===== config.mk =====
export PLATFORM = sky130hd
export DESIGN_NAME = nrm_queue
export DESIGN_NICKNAME = d
export VERILOG_FILES = /design/src/rtl/nrm_pkg.sv /design/src/rtl/nrm_queue.sv
export VERILOG_INCLUDE_DIRS = /design/src /design/src/rtl
export SDC_FILE = /design/constraint.sdc
export NUM_CORES = 1
export LEC_CHECK = 0
export BUFFER_PORTS_ARGS = -buffer_cell sky130_fd_sc_hd__buf_2
export CAP_MARGIN = 20
export CORE_UTILIZATION = 45
export CTS_CLUSTER_SIZE = 25
export DETAILED_ROUTE_END_ITERATION = 7
export PLACE_DENSITY = 0.71
export SYNTH_ARGS = -nofsm -noshare
export SYNTH_HDL_FRONTEND = slang
export SYNTH_SLANG_ARGS = --single-unit

===== constraint.sdc =====
create_clock -name clk -period 6.6 [get_ports clk]
set_input_delay 1.32 -clock clk [delete_from_list [all_inputs] [get_ports clk]]
set_output_delay 1.32 -clock clk [all_outputs]
set_load 0.01 [all_outputs]

===== src/rtl/running_min_max_normalizer_unit_defines.svh =====
// Assertion macros shared by the normalizer RTL
`ifndef RUNNING_MIN_MAX_NORMALIZER_UNIT_DEFINES_SVH
`define RUNNING_MIN_MAX_NORMALIZER_UNIT_DEFINES_SVH

// check a condition in the same cycle as its trigger
`define NRM_ASSERT_NOW(lbl, ante, cons, msg) \
  lbl: assert property (@(posedge clk) disable iff (rst) (ante) |-> (cons)) else $error(msg);

// check a condition in the cycle after its trigger
`define NRM_ASSERT_NEXT(lbl, ante, cons, msg) \
  lbl: assert property (@(posedge clk) disable iff (rst) (ante) |=> (cons)) else $error(msg);

`endif


===== src/rtl/nrm_pkg.sv =====
// Types, constants and arithmetic helpers of the min/max normalizer
`timescale 1ns / 1ps
`default_nettype none
package nrm_pkg;

  localparam int IDX_W       = 8;
  localparam int SAMPLE_W    = 32;
  localparam int GAIN_W      = 31;
  localparam int OFFS_W      = 32;
  localparam int CFG_W       = 16;
  localparam int CFG_IDX_W   = 2;
  localparam int ALPHA_BITS  = 16;
  localparam int DIV_W       = 33;
  localparam int MAX_AW      = 12;
  localparam int QUEUE_DEPTH = 4;

  localparam int ELEMENTS_DEF      = 256;
  localparam int FRACTION_BITS_DEF = 16;

  localparam logic [CFG_W-1:0] WARMUP_RST = 16'd16;
  localparam logic [CFG_W-1:0] ALPHA_RST  = 16'd65209;

  typedef enum logic [CFG_IDX_W-1:0] {
    REG_WARMUP = 2'd0,
    REG_ALPHA  = 2'd1
  } cfg_reg_t;

  typedef struct packed {
    logic              active;
    logic [MAX_AW-1:0] addr;
  } clr_t;

  typedef struct packed {
    logic [IDX_W-1:0] idx;
    logic             in_range;
    logic             fresh;
    logic [DIV_W-1:0] d;
    logic             sum_pos;
    logic [DIV_W-1:0] mag;
  } job_t;

  typedef struct packed {
    logic [IDX_W-1:0]  idx;
    logic              fresh;
    logic              sum_pos;
    logic [GAIN_W-1:0] gain;
    logic [OFFS_W-1:0] offset;
  } side_t;

  function automatic logic signed [SAMPLE_W-1:0] pull_bound(
    input logic signed [SAMPLE_W-1:0] old,
    input logic signed [SAMPLE_W-1:0] s,
    input logic [ALPHA_BITS:0]        w
  );
    logic signed [SAMPLE_W:0] diff;
    logic signed [50:0]       prod;
    logic signed [50:0]       acc;
    diff = 33'(s) - 33'(old);
    prod = diff * $signed({1'b0, w});
    acc  = (51'(old) <<< ALPHA_BITS) + prod + 51'sd32768;
    return SAMPLE_W'(acc >>> ALPHA_BITS);
  endfunction

  function automatic logic [DIV_W:0] div_step(
    input logic [DIV_W-1:0] rem,
    input logic             nb,
    input logic [DIV_W-1:0] d
  );
    logic [DIV_W:0] t;
    logic [DIV_W:0] r;
    t = {rem, nb};
    if (t >= {1'b0, d}) begin
      r = {1'b1, DIV_W'(t - {1'b0, d})};
    end else begin
      r = {1'b0, DIV_W'(t)};
    end
    return r;
  endfunction

endpackage
`default_nettype wire


===== src/rtl/nrm_queue.sv =====
// Job queue between the front end and the divide back end
`timescale 1ns / 1ps
`default_nettype none
`include "running_min_max_normalizer_unit_defines.svh"
module nrm_queue (
  input  logic          clk,
  input  logic          rst,
  input  logic          push_valid,
  input  nrm_pkg::job_t push_job,
  output logic          push_ready,
  output logic          pop_valid,
  output nrm_pkg::job_t pop_job,
  input  logic          pop_ready
);
  import nrm_pkg::*;

  localparam int PW = $clog2(QUEUE_DEPTH);

  job_t          slots [QUEUE_DEPTH];
  logic [PW-1:0] wr_ptr, rd_ptr;
  logic [PW:0]   count;
  logic          push_fire, pop_fire;

  assign push_ready = count != (PW + 1)'(QUEUE_DEPTH);
  assign pop_valid  = count != '0;
  assign pop_job    = slots[rd_ptr];
  assign push_fire  = push_valid && push_ready;
  assign pop_fire   = pop_valid && pop_ready;

  always_ff @(posedge clk) begin
    if (rst) begin
      wr_ptr <= '0;
      rd_ptr <= '0;
      count  <= '0;
    end else begin
      if (push_fire) begin
        wr_ptr <= wr_ptr + 1'b1;
      end
      if (pop_fire) begin
        rd_ptr <= rd_ptr + 1'b1;
      end
      if (push_fire && !pop_fire) begin
        count <= count + 1'b1;
      end else if (pop_fire && !push_fire) begin
        count <= count - 1'b1;
      end
    end
  end

  always_ff @(posedge clk) begin
    if (push_fire) begin
      slots[wr_ptr] <= push_job;
    end
  end

  `NRM_ASSERT_NEXT(q_fill_count, push_fire && !pop_fire,
    count == (PW + 1)'($past(count) + 1'b1), "queue count lost a push")

endmodule
`default_nettype wire


== Word level (Yosys, flattened, before mapping) ==
Memory sizes are Yosys's and may differ from the RTL's. A register that Yosys moved wholly into a read port is not among the register bits.
Index checks and enable logic that the tools add are counted.
Cells by class
  add/sub/neg operators: 4
  multiply operators: 0
  div/mod/pow operators: 0
  $lt $le $gt $ge: 0
  equal/unequal tests: 1
  shift-type cells: 0
  muxes and demuxes: 6
  bitwise gates (word level): 0
  reduce and logical (&&, ||, !) cells: 8
Operator list (number)
  two-way mux 3 bit: 2
  adder 2 x 1 -> 2 bit, second input constant: 2
  logical AND 1 bit: 4
  two-way mux 2 bit: 2
  adder 3 x 1 -> 3 bit, second input constant: 1
  != test 3 bit, second input constant: 1
  nonzero test 3 bit: 1
  subtractor 3 x 1 -> 3 bit, second input constant: 1
  logical NOT 1 bit: 2
  two-way mux 1 bit: 2
  nonzero test 2 bit: 1
Word-level totals
  bits in registers: 7
  latch bits: 0
  memory bits (writable): 308
  ROM bits: 0
  input port bits: 81
  output and inout port bits: 79
  memories kept: 1
Memories
  slots: depth 4, width 77, read ports 1, clocked after Yosys merged registers in 1, wr ports 1, line nrm_queue.sv:19  | job_t slots [QUEUE_DEPTH];

== Longest topological paths before layout ==
Gate-level depths: netlist of the first run.
  depth in word-level cells: 6
  depth in mapped cells: 8
  mapped depth without buffers: 8

== Least setup slack after synthesis of the first run ==
No wires, ideal clock.
  path type: input-to-reg
  start: in push_valid
  end: mem slots[0][0] in the netlist's numbering (enable)
  data arrival time: 3.424 ns
  data required time: 6.156 ns
  setup slack: 2.732 ns
  cell stages on the path: 2
  cells stage by stage: a21boi_2 and2_1
On the way
  cells in the longest elaborated chain, start to end: 3
RTL lines
  from (decl): line nrm_queue.sv:8  | input logic push_valid,
  logical AND 1 bit: line nrm_queue.sv:27  | assign push_fire = push_valid && push_ready;
  two-way mux 1 bit: line nrm_queue.sv:51  | if (push_fire) begin
  two-way mux 1 bit (implied by the code): line nrm_queue.sv:52  | slots[wr_ptr] <= push_job;
  to (decl): line nrm_queue.sv:19
Every way passes these cells.

==> results.tsv, run 1 <==
stage	metric	value	unit
global_route	vias in the first global route	5660	
timing	final worst path period share	60.0	%
yosys	Most used DFF post-synth	edfxtp_1	
yosys	top cell type's share of synthesized area	79.7	%
power	Gate power share	20.9	%
floorplanning	Core ar.	25300	um2
floorplanning	DIE WIDTH	163	um
yosys	Avg Cell Area, Syn	25.7	um2
clocking	Root Driver	clkbuf_16	
timing	RSZ-0062 raised after global routing	false	
run	max_cap viols	0	
power	share of power burned in registers	47.2	%
timing	minimum clock period	3.96	ns
routing	DR pass1 iterations	4	
timing	max_slew headroom	50.6	%
power	internal power	4.06	mW
yosys	Synth Register Bits	317	
clocking	htree depth	1	
clocking	CTS Sinks	317	
final_layout	fraction of layout cells with a size suffix above 1	45.1	%
yosys	Post-Syn Nets	538	
global_route	largest net degree at the start of global routing	78	
critical_path	crit end category	output port	
power	sw power	1.38	mW
timing	setup TNS	0	ns
yosys	synthesized area	11600	um2
clocking	Max Root-Sink Buffers	3	
routing	post-route ant nets	0	
yosys	synthesized netlist cell count	451	
final_layout	Ant. Diodes	0	
clocking	# Post-CTS Setup Buffers	0	
power	P per Cell Area	396	nW/um2
yosys	dominant cells by area after synthesis	edfxtp_1 (80%), mux4_2 (15%), dfxtp_1 (1.6%)	
clocking	TritonCTS clock tree	done	
final_layout	final cell area excluding filler cells	13700	um2
yosys	library cells used by synthesis	24	
outcome	status	finished, final reports clean	
yosys	Synth async-reset ratio	0	%
final_layout	Syn-to-layout area delta	18.4	%
clocking	CTS resizes	0	
final_layout	final net count	718	
clocking	Clk Latency, worst-skew pair	0.54	ns
routing	DR DRC count	0	
floorplanning	Die Y	163	um
power	Net Sw Frac	25.3	%
hold_path	Tightest Hold Check Type	flop to flop	
yosys	post-synthesis sequential area ratio	81.2	%
critical_path	Worst setup SP type	flop	
yosys	yosys warns	0	
placement	PortBufs	159	
routing	wire per inst	21.5	um
power	Leakage	4.60	nW
floorplanning	row cnt	58	
yosys	Post-synth EDFFs	308	
critical_path	critical path arrival	2.64	ns
power	Max rail drop VDD	0.240	mV
routing	Via Count	5225	
power	clock share of power	31.9	%
routing	initial drt markers	271	
placement	Post-DP Area	12700	um2
clocking	Clk pin slew, worst setup/hold paths	0.06	ns
global_route	Overflow after GRT	0	
global_route	initial antenna violation count	0	
timing	Fmax	252	MHz
global_route	first-pass GRT wire length	32200	um
placement	DP HPWL	12400	um
floorplanning	# IOs	160	
clocking	Post-CTS Hold Buffers	0	
timing	worst-margin pin slew	0.741	ns
global_route	global router's overall resource usage	16.2	%
timing	# setup viols final	0	
placement	GP Congestion	0.690	
clocking	Inserted Clock Buffers	31	
critical_path	CP max FO	30	
critical_path	Worst Path Required	5.28	ns
yosys	Post-synth top cells	edfxtp_1 (308), mux4_2 (77), dfxtp_1 (9)	
timing	clk_skew	0.00577	ns
floorplanning	initial core utilization	46.0	%
yosys	most numerous cell in the Yosys netlist	edfxtp_1	
floorplanning	Total Die Area	26400	um2
timing	Final Slew Violations	0	
critical_path	critical setup path kind	flop to output port	
routing	routed wire length	21100	um
timing	Final Hold Viols	0	
routing	via/cell ratio	5.32	
yosys	largest area contributor in the netlist	edfxtp_1	
final_layout	Fillers	1906	
## final timing paths
path | startpoint | end | slack, ns | cells after the start
min reg2reg | wr_ptr[1] | wr_ptr[1] | 0.51 | 2
max | flop | pop_job[73] | 2.64 | 3
min | wr_ptr[1] | wr_ptr[1] | 0.51 | 2
max reg2reg | count[0] | slots[1][56] | 3.97 | 4
## per-stage QoR
stage | std cells | total power [mW] | util (%) | setup WS [ns] | hold slack [ns]
final | 982 | 5.44 | 54.4 | 2.64 | 0.513
after CTS | 981 | 5.52 | 54.3 | 2.52 | 0.515
after global routing | 982 | 5.67 | 54.4 | 2.41 | 0.557
after global placement | 927 | 3.72 | 50.4 | 3.14 | 0.491
after floorplan | 451 | 3.39 | - | 2.73 | 0.482
after detailed placement | 927 | 3.77 | 50.4 | 3.09 | 0.507
## cell families after synthesis
kind of cell,synth area share [%]
xor+xnor,0.302
compound gates,0.323
fa+ha+maj,0.711
buf+inv,1.52
simple gates,0.722
flops,81.2
mux,15.2
## critical path, cell delays in order (launching register included)
cell and delay [ns]:
dfxtp_4 0.70, buf_4 0.61, mux4_2 0.60, buf_2 0.16
## sequential cells by signal, summed over array words and instances, names as in the netlist, named ones only
name	count
slots	308
rd_ptr	2
wr_ptr	2
count	3
## area by class of cell
| class | count | area [um2] | area share [%] |
|---|---|---|---|
| Sequential cell | 317 | 9440 | 68.7 |
| Multi-Input combinational cell | 112 | 2010 | 14.7 |
| Timing Repair Buffer | 166 | 861 | 6.26 |
| Clock buffer | 37 | 798 | 5.81 |
| Tap cell | 330 | 413 | 3.00 |
| Clock inverter | 17 | 208 | 1.51 |
| Inverter | 3 | 11.3 | 0.0819 |
## metal layers
layer  up-vias  routed length (um)  global-route usage [%]  part of all wire [%]
met4         0                 258                    3.87                   1.2
met2       169               10900                    28.3                    52
met5         -                   0                       0                     0
met3        26                1330                    3.34                   6.3
li1       2284                   -                       -                     -
met1      2746                8640                    20.7                    41
## layout by cell type (no fill, tap or decap), drive strengths merged, types with 2 or more instances in the layout
cell,n
or3,2
xor2,4
bufinv,5
nand2b,2
nor2,8
mux2i,2
mux4,77
dfxtp,9
inv,4
clkinv,11
ha,5
and2,4
edfxtp,308
clkbuf,37
buf,166
## power by group through the flow
stage                     registers (mW)  clock network (mW)  logic [mW]
after CTS                           2.59                1.78        1.15
after global routing                2.59                1.85        1.22
after global placement              2.61                   0        1.11
final                               2.57                1.74        1.14
after floorplan                     2.53                   0       0.855
after detailed placement            2.63                   0        1.14
(Power assumes the default switching activity.)
==> run 2, diff against run 1 <==
--- a/config.mk
+++ b/config.mk
@@ -6,6 +6,7 @@
 export SDC_FILE = /design/constraint.sdc
 export NUM_CORES = 1
 export LEC_CHECK = 0
+export ABC_AREA = 1
 export BUFFER_PORTS_ARGS = -buffer_cell sky130_fd_sc_hd__buf_2
 export CAP_MARGIN = 20
 export CORE_UTILIZATION = 45
==> constraint.sdc (replaced) <==
create_clock -name clk -period 3.9 [get_ports clk]
set_input_delay 0.78 -clock clk [delete_from_list [all_inputs] [get_ports clk]]
set_output_delay 0.78 -clock clk [all_outputs]
set_load 0.01 [all_outputs]
==> results.tsv, run 2 <==
stage	metric	value	unit
yosys	Post-Syn Nets	899	
yosys	post-synthesis mux area share	0	%
clocking	Clk Latency, worst-skew pair	0.55	ns
yosys	synthesized netlist cell count	812	
timing	setup ws final	0.812	ns
final_layout	commonest non-fill, non-tap cell in the layout	edfxtp_1	
power	Max rail drop VDD	0.441	mV
yosys	synthesized area	11900	um2
yosys	Most used DFF post-synth	edfxtp_1	
yosys	Post-synth EDFFs	308	
yosys	Post-synth top cells	edfxtp_1 (308), nor2_1 (168), o21ai_0 (150)	
routing	Via Count	7066	
yosys	dominant cells by area after synthesis	edfxtp_1 (78%), o21ai_0 (6.3%), nor2_1 (5.3%)	
global_route	largest net degree at the start of global routing	121	
global_route	first-pass GRT wire length	35600	um
clocking	Inserted Clock Buffers	31	
clocking	htree depth	1	
final_layout	largest registers	slots (308), count (3)	
power	Gate power share	23.1	%
critical_path	crit end category	output port	
yosys	most numerous cell in the Yosys netlist	edfxtp_1	
floorplanning	Die Y	165	um
final_layout	Reg with most FFs	slots	
floorplanning	DIE WIDTH	165	um
clocking	CTS Sinks	317	
power	Leakage	4.88	nW
routing	routed wire length	23900	um
final_layout	post-route insts no fill	1333	
critical_path	critical path arrival	2.31	ns
routing	DR DRC count	0	
yosys	Synth async-reset ratio	0	%
timing	max_slew headroom	42.3	%
yosys	Synth Register Bits	317	
final_layout	Syn-to-layout area delta	17.2	%
yosys	Synth Area in Compound Gates	10.7	%
placement	DP HPWL	13000	um
placement	GP Congestion	0.707	
yosys	Avg Cell Area, Syn	14.7	um2
timing	worst-margin pin slew	0.865	ns
timing	# setup viols final	0	
routing	post-route ant nets	0	
run	max_cap viols	0	
yosys	largest family of logic cells by synthesized area	compound AO/OA/AOI/OAI gates	
yosys	yosys warns	0	
placement	dpl cells	1270	
clocking	TritonCTS clock tree	done	
timing	Final Hold Viols	0	
clocking	# Post-CTS Setup Buffers	0	
yosys	largest area contributor in the netlist	edfxtp_1	
yosys	post-synthesis adder-cell area fraction	0.694	%
power	share of power burned in registers	46.4	%
power	internal power	6.41	mW
critical_path	Worst setup SP type	flop	
floorplanning	row cnt	59	
clocking	Clk pin slew, worst setup/hold paths	0.06	ns
yosys	Synth Area in Simple Gates	6.01	%
final_layout	final net count	1055	
power	P per Cell Area	653	nW/um2
floorplanning	Core ar.	26000	um2
hold_path	Tightest Hold Check Type	primary input to flop	
final_layout	Largest register FFs	308	
outcome	status	finished, final reports clean	
yosys	library cells used by synthesis	24	
timing	final worst path period share	79.2	%
hold_path	hold path depth	1	
final_layout	fraction of layout cells with a size suffix above 1	22.7	%
global_route	global router's overall resource usage	17.2	%
power	clock share of power	30.4	%
timing	clk_skew	0.0107	ns
floorplanning	Total Die Area	27100	um2
critical_path	worst reg2reg path depth	5	
global_route	vias in the first global route	6799	
power	sw power	2.69	mW
floorplanning	# IOs	160	
routing	DR pass1 iterations	5	
final_layout	most frequent cells in the layout	edfxtp_1 (308), nor2_1 (164), buf_2 (159), o21ai_0 (150), o22ai_1 (76)	
timing	RSZ-0062 raised after global routing	false	
critical_path	critical setup path kind	flop to output port	
yosys	top cell type's share of synthesized area	77.7	%
global_route	Overflow after GRT	0	
clocking	Max Root-Sink Buffers	3	
critical_path	CP max FO	120	
routing	initial drt markers	653	
clocking	Post-CTS Hold Buffers	0	
yosys	post-synthesis sequential area ratio	79.3	%
timing	minimum clock period	3.09	ns
power	Net Sw Frac	29.6	%
routing	via/cell ratio	5.30	
critical_path	Worst Path Required	3.12	ns
placement	PortBufs	159	
yosys	Post-Synth XOR/XNOR Area	0.0736	%
routing	wire per inst	17.9	um
floorplanning	initial core utilization	45.8	%
clocking	CTS resizes	0	
timing	Final Slew Violations	0	
timing	Fmax	324	MHz
placement	dpl ws	1.37	ns
clocking	Root Driver	clkbuf_16	
global_route	initial antenna violation count	3	
-- run 2: changes by cell type after synthesis, moves of 4 or more --
cell / change
nand3_1: +4
nor2_1: +160
clkbuf_2: +8
buf_2: +7
o22ai_1: +76
o21ai_0: +149
o21ai_1: +5
buf_12: -4
nand2_1: +14
and2_1: -4
buf_6: +9
mux4_2: -77
inv_1: +11
clkbuf_1: +7
-- run 2: per-layer routing --
metal | global-route usage [%] | part of all wire, % | up-vias
met4 | 3.96 | 1.2 | 2
met5 | 0 | 0.054 | -
met1 | 22.2 | 43 | 3454
li1 | - | - | 3366
met2 | 29.1 | 49 | 209
met3 | 4.57 | 7.5 | 35
-- run 2: cells by family after synthesis --
family	after synthesis
fa+ha+maj	6
compound gates	235
flops	317
xor+xnor	1
simple gates	188
buf+inv	65
-- run 2: metrics by stage --
| stage | util (%) | power (mW) | TNS [ns] | instance area [um2] | hold slack [ns] |
|---|---|---|---|---|---|
| detailed placement | 50.0 | 6.43 | 0 | 13000 | 0.505 |
| CTS | 53.6 | 9.20 | 0 | 13900 | 0.415 |
| global placement | 50.0 | 6.39 | 0 | 13000 | 0.491 |
| global route | 53.6 | 9.57 | 0 | 13900 | 0.414 |
| floorplan | - | 5.67 | -221.91 | 11900 | 0.459 |
| finish | 53.7 | 9.11 | 0 | 13900 | 0.442 |
-- run 2: cell type report --
class	instances	area [um2]
Fill cell	2112	12000
Multi-Input combinational cell	430	2110
Sequential cell	317	9430
Inverter	16	65.1
Clock inverter	21	149
Timing Repair Buffer	172	956
Antenna cell	5	12.5
Tap cell	335	419
Clock buffer	37	798
-- run 2: critical path, cell delays in order, from the launching register on --
cell	delay, ns
dfxtp_4	0.36
inv_6	0.59
buf_4	0.36
nor2_1	0.06
o22ai_1	0.19
buf_2	0.16
-- run 2: power by group through the flow --
stage / Combinational [mW] / Clock, mW / Sequential, mW
after CTS: 2.14 / 2.83 / 4.23
after global placement: 2.10 / 0 / 4.29
after global routing: 2.34 / 2.97 / 4.25
after floorplan: 1.35 / 0 / 4.32
final: 2.11 / 2.77 / 4.23
after detailed placement: 2.13 / 0 / 4.30
-- run 2: path summary, 6_finish.rpt --
| check | start | end | slack (ns) |
|---|---|---|---|
| hold reg to reg | rd_ptr[0] | flop | 0.52 |
| hold / removal | push_job[22] | slots[0][22] | 0.44 |
| setup reg to reg | count[0] | slots[0][52] | 1.69 |
| setup / recovery | flop | pop_job[20] | 0.81 |
==> run 3, diff against run 2 <==
--- a/config.mk
+++ b/config.mk
@@ -12,7 +12,7 @@
 export CORE_UTILIZATION = 45
 export CTS_CLUSTER_SIZE = 25
 export DETAILED_ROUTE_END_ITERATION = 7
-export PLACE_DENSITY = 0.71
+export PLACE_DENSITY = 0.73
 export SYNTH_ARGS = -nofsm -noshare
 export SYNTH_HDL_FRONTEND = slang
 export SYNTH_SLANG_ARGS = --single-unit
==> constraint.sdc (replaced) <==
create_clock -name clk -period 2.45 [get_ports clk]
set_input_delay 0.49 -clock clk [delete_from_list [all_inputs] [get_ports clk]]
set_output_delay 0.49 -clock clk [all_outputs]
set_load 0.01 [all_outputs]
==> results.tsv, run 3 (synthesis gave the netlist of run 2 again) <==
stage	metric	value	unit
final_layout	commonest non-fill, non-tap cell in the layout	edfxtp_1	
clocking	CTS Sinks	317	
final_layout	fraction of layout cells with a size suffix above 1	23.4	%
critical_path	critical setup path kind	flop to output port	
final_layout	most frequent cells in the layout	edfxtp_1 (308), nor2_1 (164), buf_2 (159), o21ai_0 (150), o22ai_1 (76)	
clocking	Max Root-Sink Buffers	3	
floorplanning	DIE WIDTH	165	um
clocking	htree depth	1	
final_layout	Largest register FFs	308	
routing	via/cell ratio	5.32	
clocking	Clk pin slew, worst setup/hold paths	0.06	ns
placement	dpl cells	1273	
clocking	TritonCTS clock tree	done	
timing	RSZ-0062 raised after global routing	true	
power	P per Cell Area	1060	nW/um2
clocking	Inserted Clock Buffers	31	
routing	Via Count	7087	
run	max_cap viols	0	
routing	routed wire length	24000	um
clocking	Clk Latency, worst-skew pair	0.54	ns
global_route	initial antenna violation count	3	
floorplanning	initial core utilization	45.8	%
global_route	first-pass GRT wire length	36300	um
timing	Fmax	409	MHz
critical_path	CP max FO	114	
power	Max rail drop VDD	0.679	mV
timing	minimum clock period	2.44	ns
global_route	vias in the first global route	6941	
global_route	Overflow after GRT	0	
power	Leakage	4.98	nW
timing	worst-margin pin slew	0.568	ns
final_layout	Syn-to-layout area delta	19.1	%
routing	post-route ant nets	0	
global_route	global router's overall resource usage	17.5	%
floorplanning	row cnt	59	
routing	wire per inst	18.0	um
timing	Final Hold Viols	0	
critical_path	crit end category	output port	
placement	PortBufs	159	
placement	DP HPWL	13500	um
routing	DR pass1 iterations	5	
timing	setup ws final	0.00781	ns
floorplanning	Core ar.	26000	um2
timing	clk_skew	0.00893	ns
floorplanning	# IOs	160	
final_layout	largest registers	slots (308), count (3)	
final_layout	post-route insts no fill	1333	
timing	max_slew headroom	62.1	%
clocking	Root Driver	clkbuf_16	
timing	# setup viols final	0	
routing	initial drt markers	494	
hold_path	Tightest Hold Check Type	primary input to flop	
clocking	# Post-CTS Setup Buffers	0	
outcome	status	finished, final reports clean	
global_route	largest net degree at the start of global routing	115	
clocking	Post-CTS Hold Buffers	0	
critical_path	Worst Path Required	1.96	ns
floorplanning	Total Die Area	27100	um2
critical_path	critical path arrival	1.95	ns
placement	GP Congestion	0.753	
final_layout	Fillers	2081	
floorplanning	Die Y	165	um
routing	DR DRC count	0	
final_layout	Reg with most FFs	slots	
timing	Final Slew Violations	0	
final_layout	final net count	1058	
placement	dpl ws	0.316	ns
critical_path	Worst setup SP type	flop	
timing	final worst path period share	99.7	%
==> run 3: cell count changes in the layout (fill, tap and decap cells not counted), sizes merged <==
cell / delta
clkinv: -7
clkbuf: +4
buf: +3
bufinv: +2
diode: -2
clkinvlp: +1
inv: -1
==> run 3: layout make-up <==
cell class / count / area (um2) / share of cell area (%)
clock inverter: 16 / 190 / 1.34
clock buffer: 41 / 863 / 6.09
tap: 335 / 419 / 2.96
sequential: 317 / 9430 / 66.6
timing repair buffer: 175 / 1070 / 7.54
multi-input combinational: 430 / 2110 / 14.9
antenna: 3 / 7.51 / 0.0530
inverter: 16 / 75.1 / 0.530
==> run 3: metal layers <==
| metal | global-route usage, % | vias to the layer above | part of all wire [%] |
|---|---|---|---|
| li1 | - | 3373 | - |
| met1 | 21.5 | 3481 | 42 |
| met2 | 30.7 | 187 | 49 |
| met3 | 4.62 | 42 | 7.0 |
| met4 | 4.00 | 4 | 1.5 |
| met5 | 0 | - | 0.11 |
==> run 3: report_power, final <==
part / switching [mW] / internal [mW]
Sequential: 0.152 / 6.59
Clock: 1.91 / 2.89
Combinational: 2.26 / 1.19
==> run 3: critical path: stages, from the launching register on <==
cell and delay, ns:
dfxtp_4 0.41, buf_16 0.37, o21ai_0 0.16, o22ai_1 0.26
buf_2 0.19
==> run 3: metrics by stage <==
| step | hold WS, ns | setup TNS [ns] | cell area (um2) | total power [mW] | utilization, % |
|---|---|---|---|---|---|
| final | 0.163 | 0 | 14200 | 15.0 | 54.5 |
| after global placement | 0.489 | 0 | 13100 | 10.2 | 50.4 |
| after CTS | 0.135 | -0.0110 | 14200 | 15.1 | 54.5 |
| after global routing | 0.137 | -1.32 | 14200 | 15.7 | 54.5 |
| after detailed placement | 0.499 | 0 | 13100 | 10.3 | 50.4 |
| after floorplan | 0.459 | -233.72 | 11900 | 9.00 | - |
==> run 3: worst paths after layout <==
check,start,to,slack [ns],cells past startpoint
max,flop,pop_job[73],0.008,4
min,push_job[30],slots[2][30],0.16,1
max reg2reg,count[1],count[1],0.33,9
min reg2reg,rd_ptr[0],rd_ptr[0],0.50,2
==> run 3: repair_timing <==
action,CTS,global route
setup endpoints to repair,14,32
resized for setup,4,1
endpoints found under the hold margin,0,0
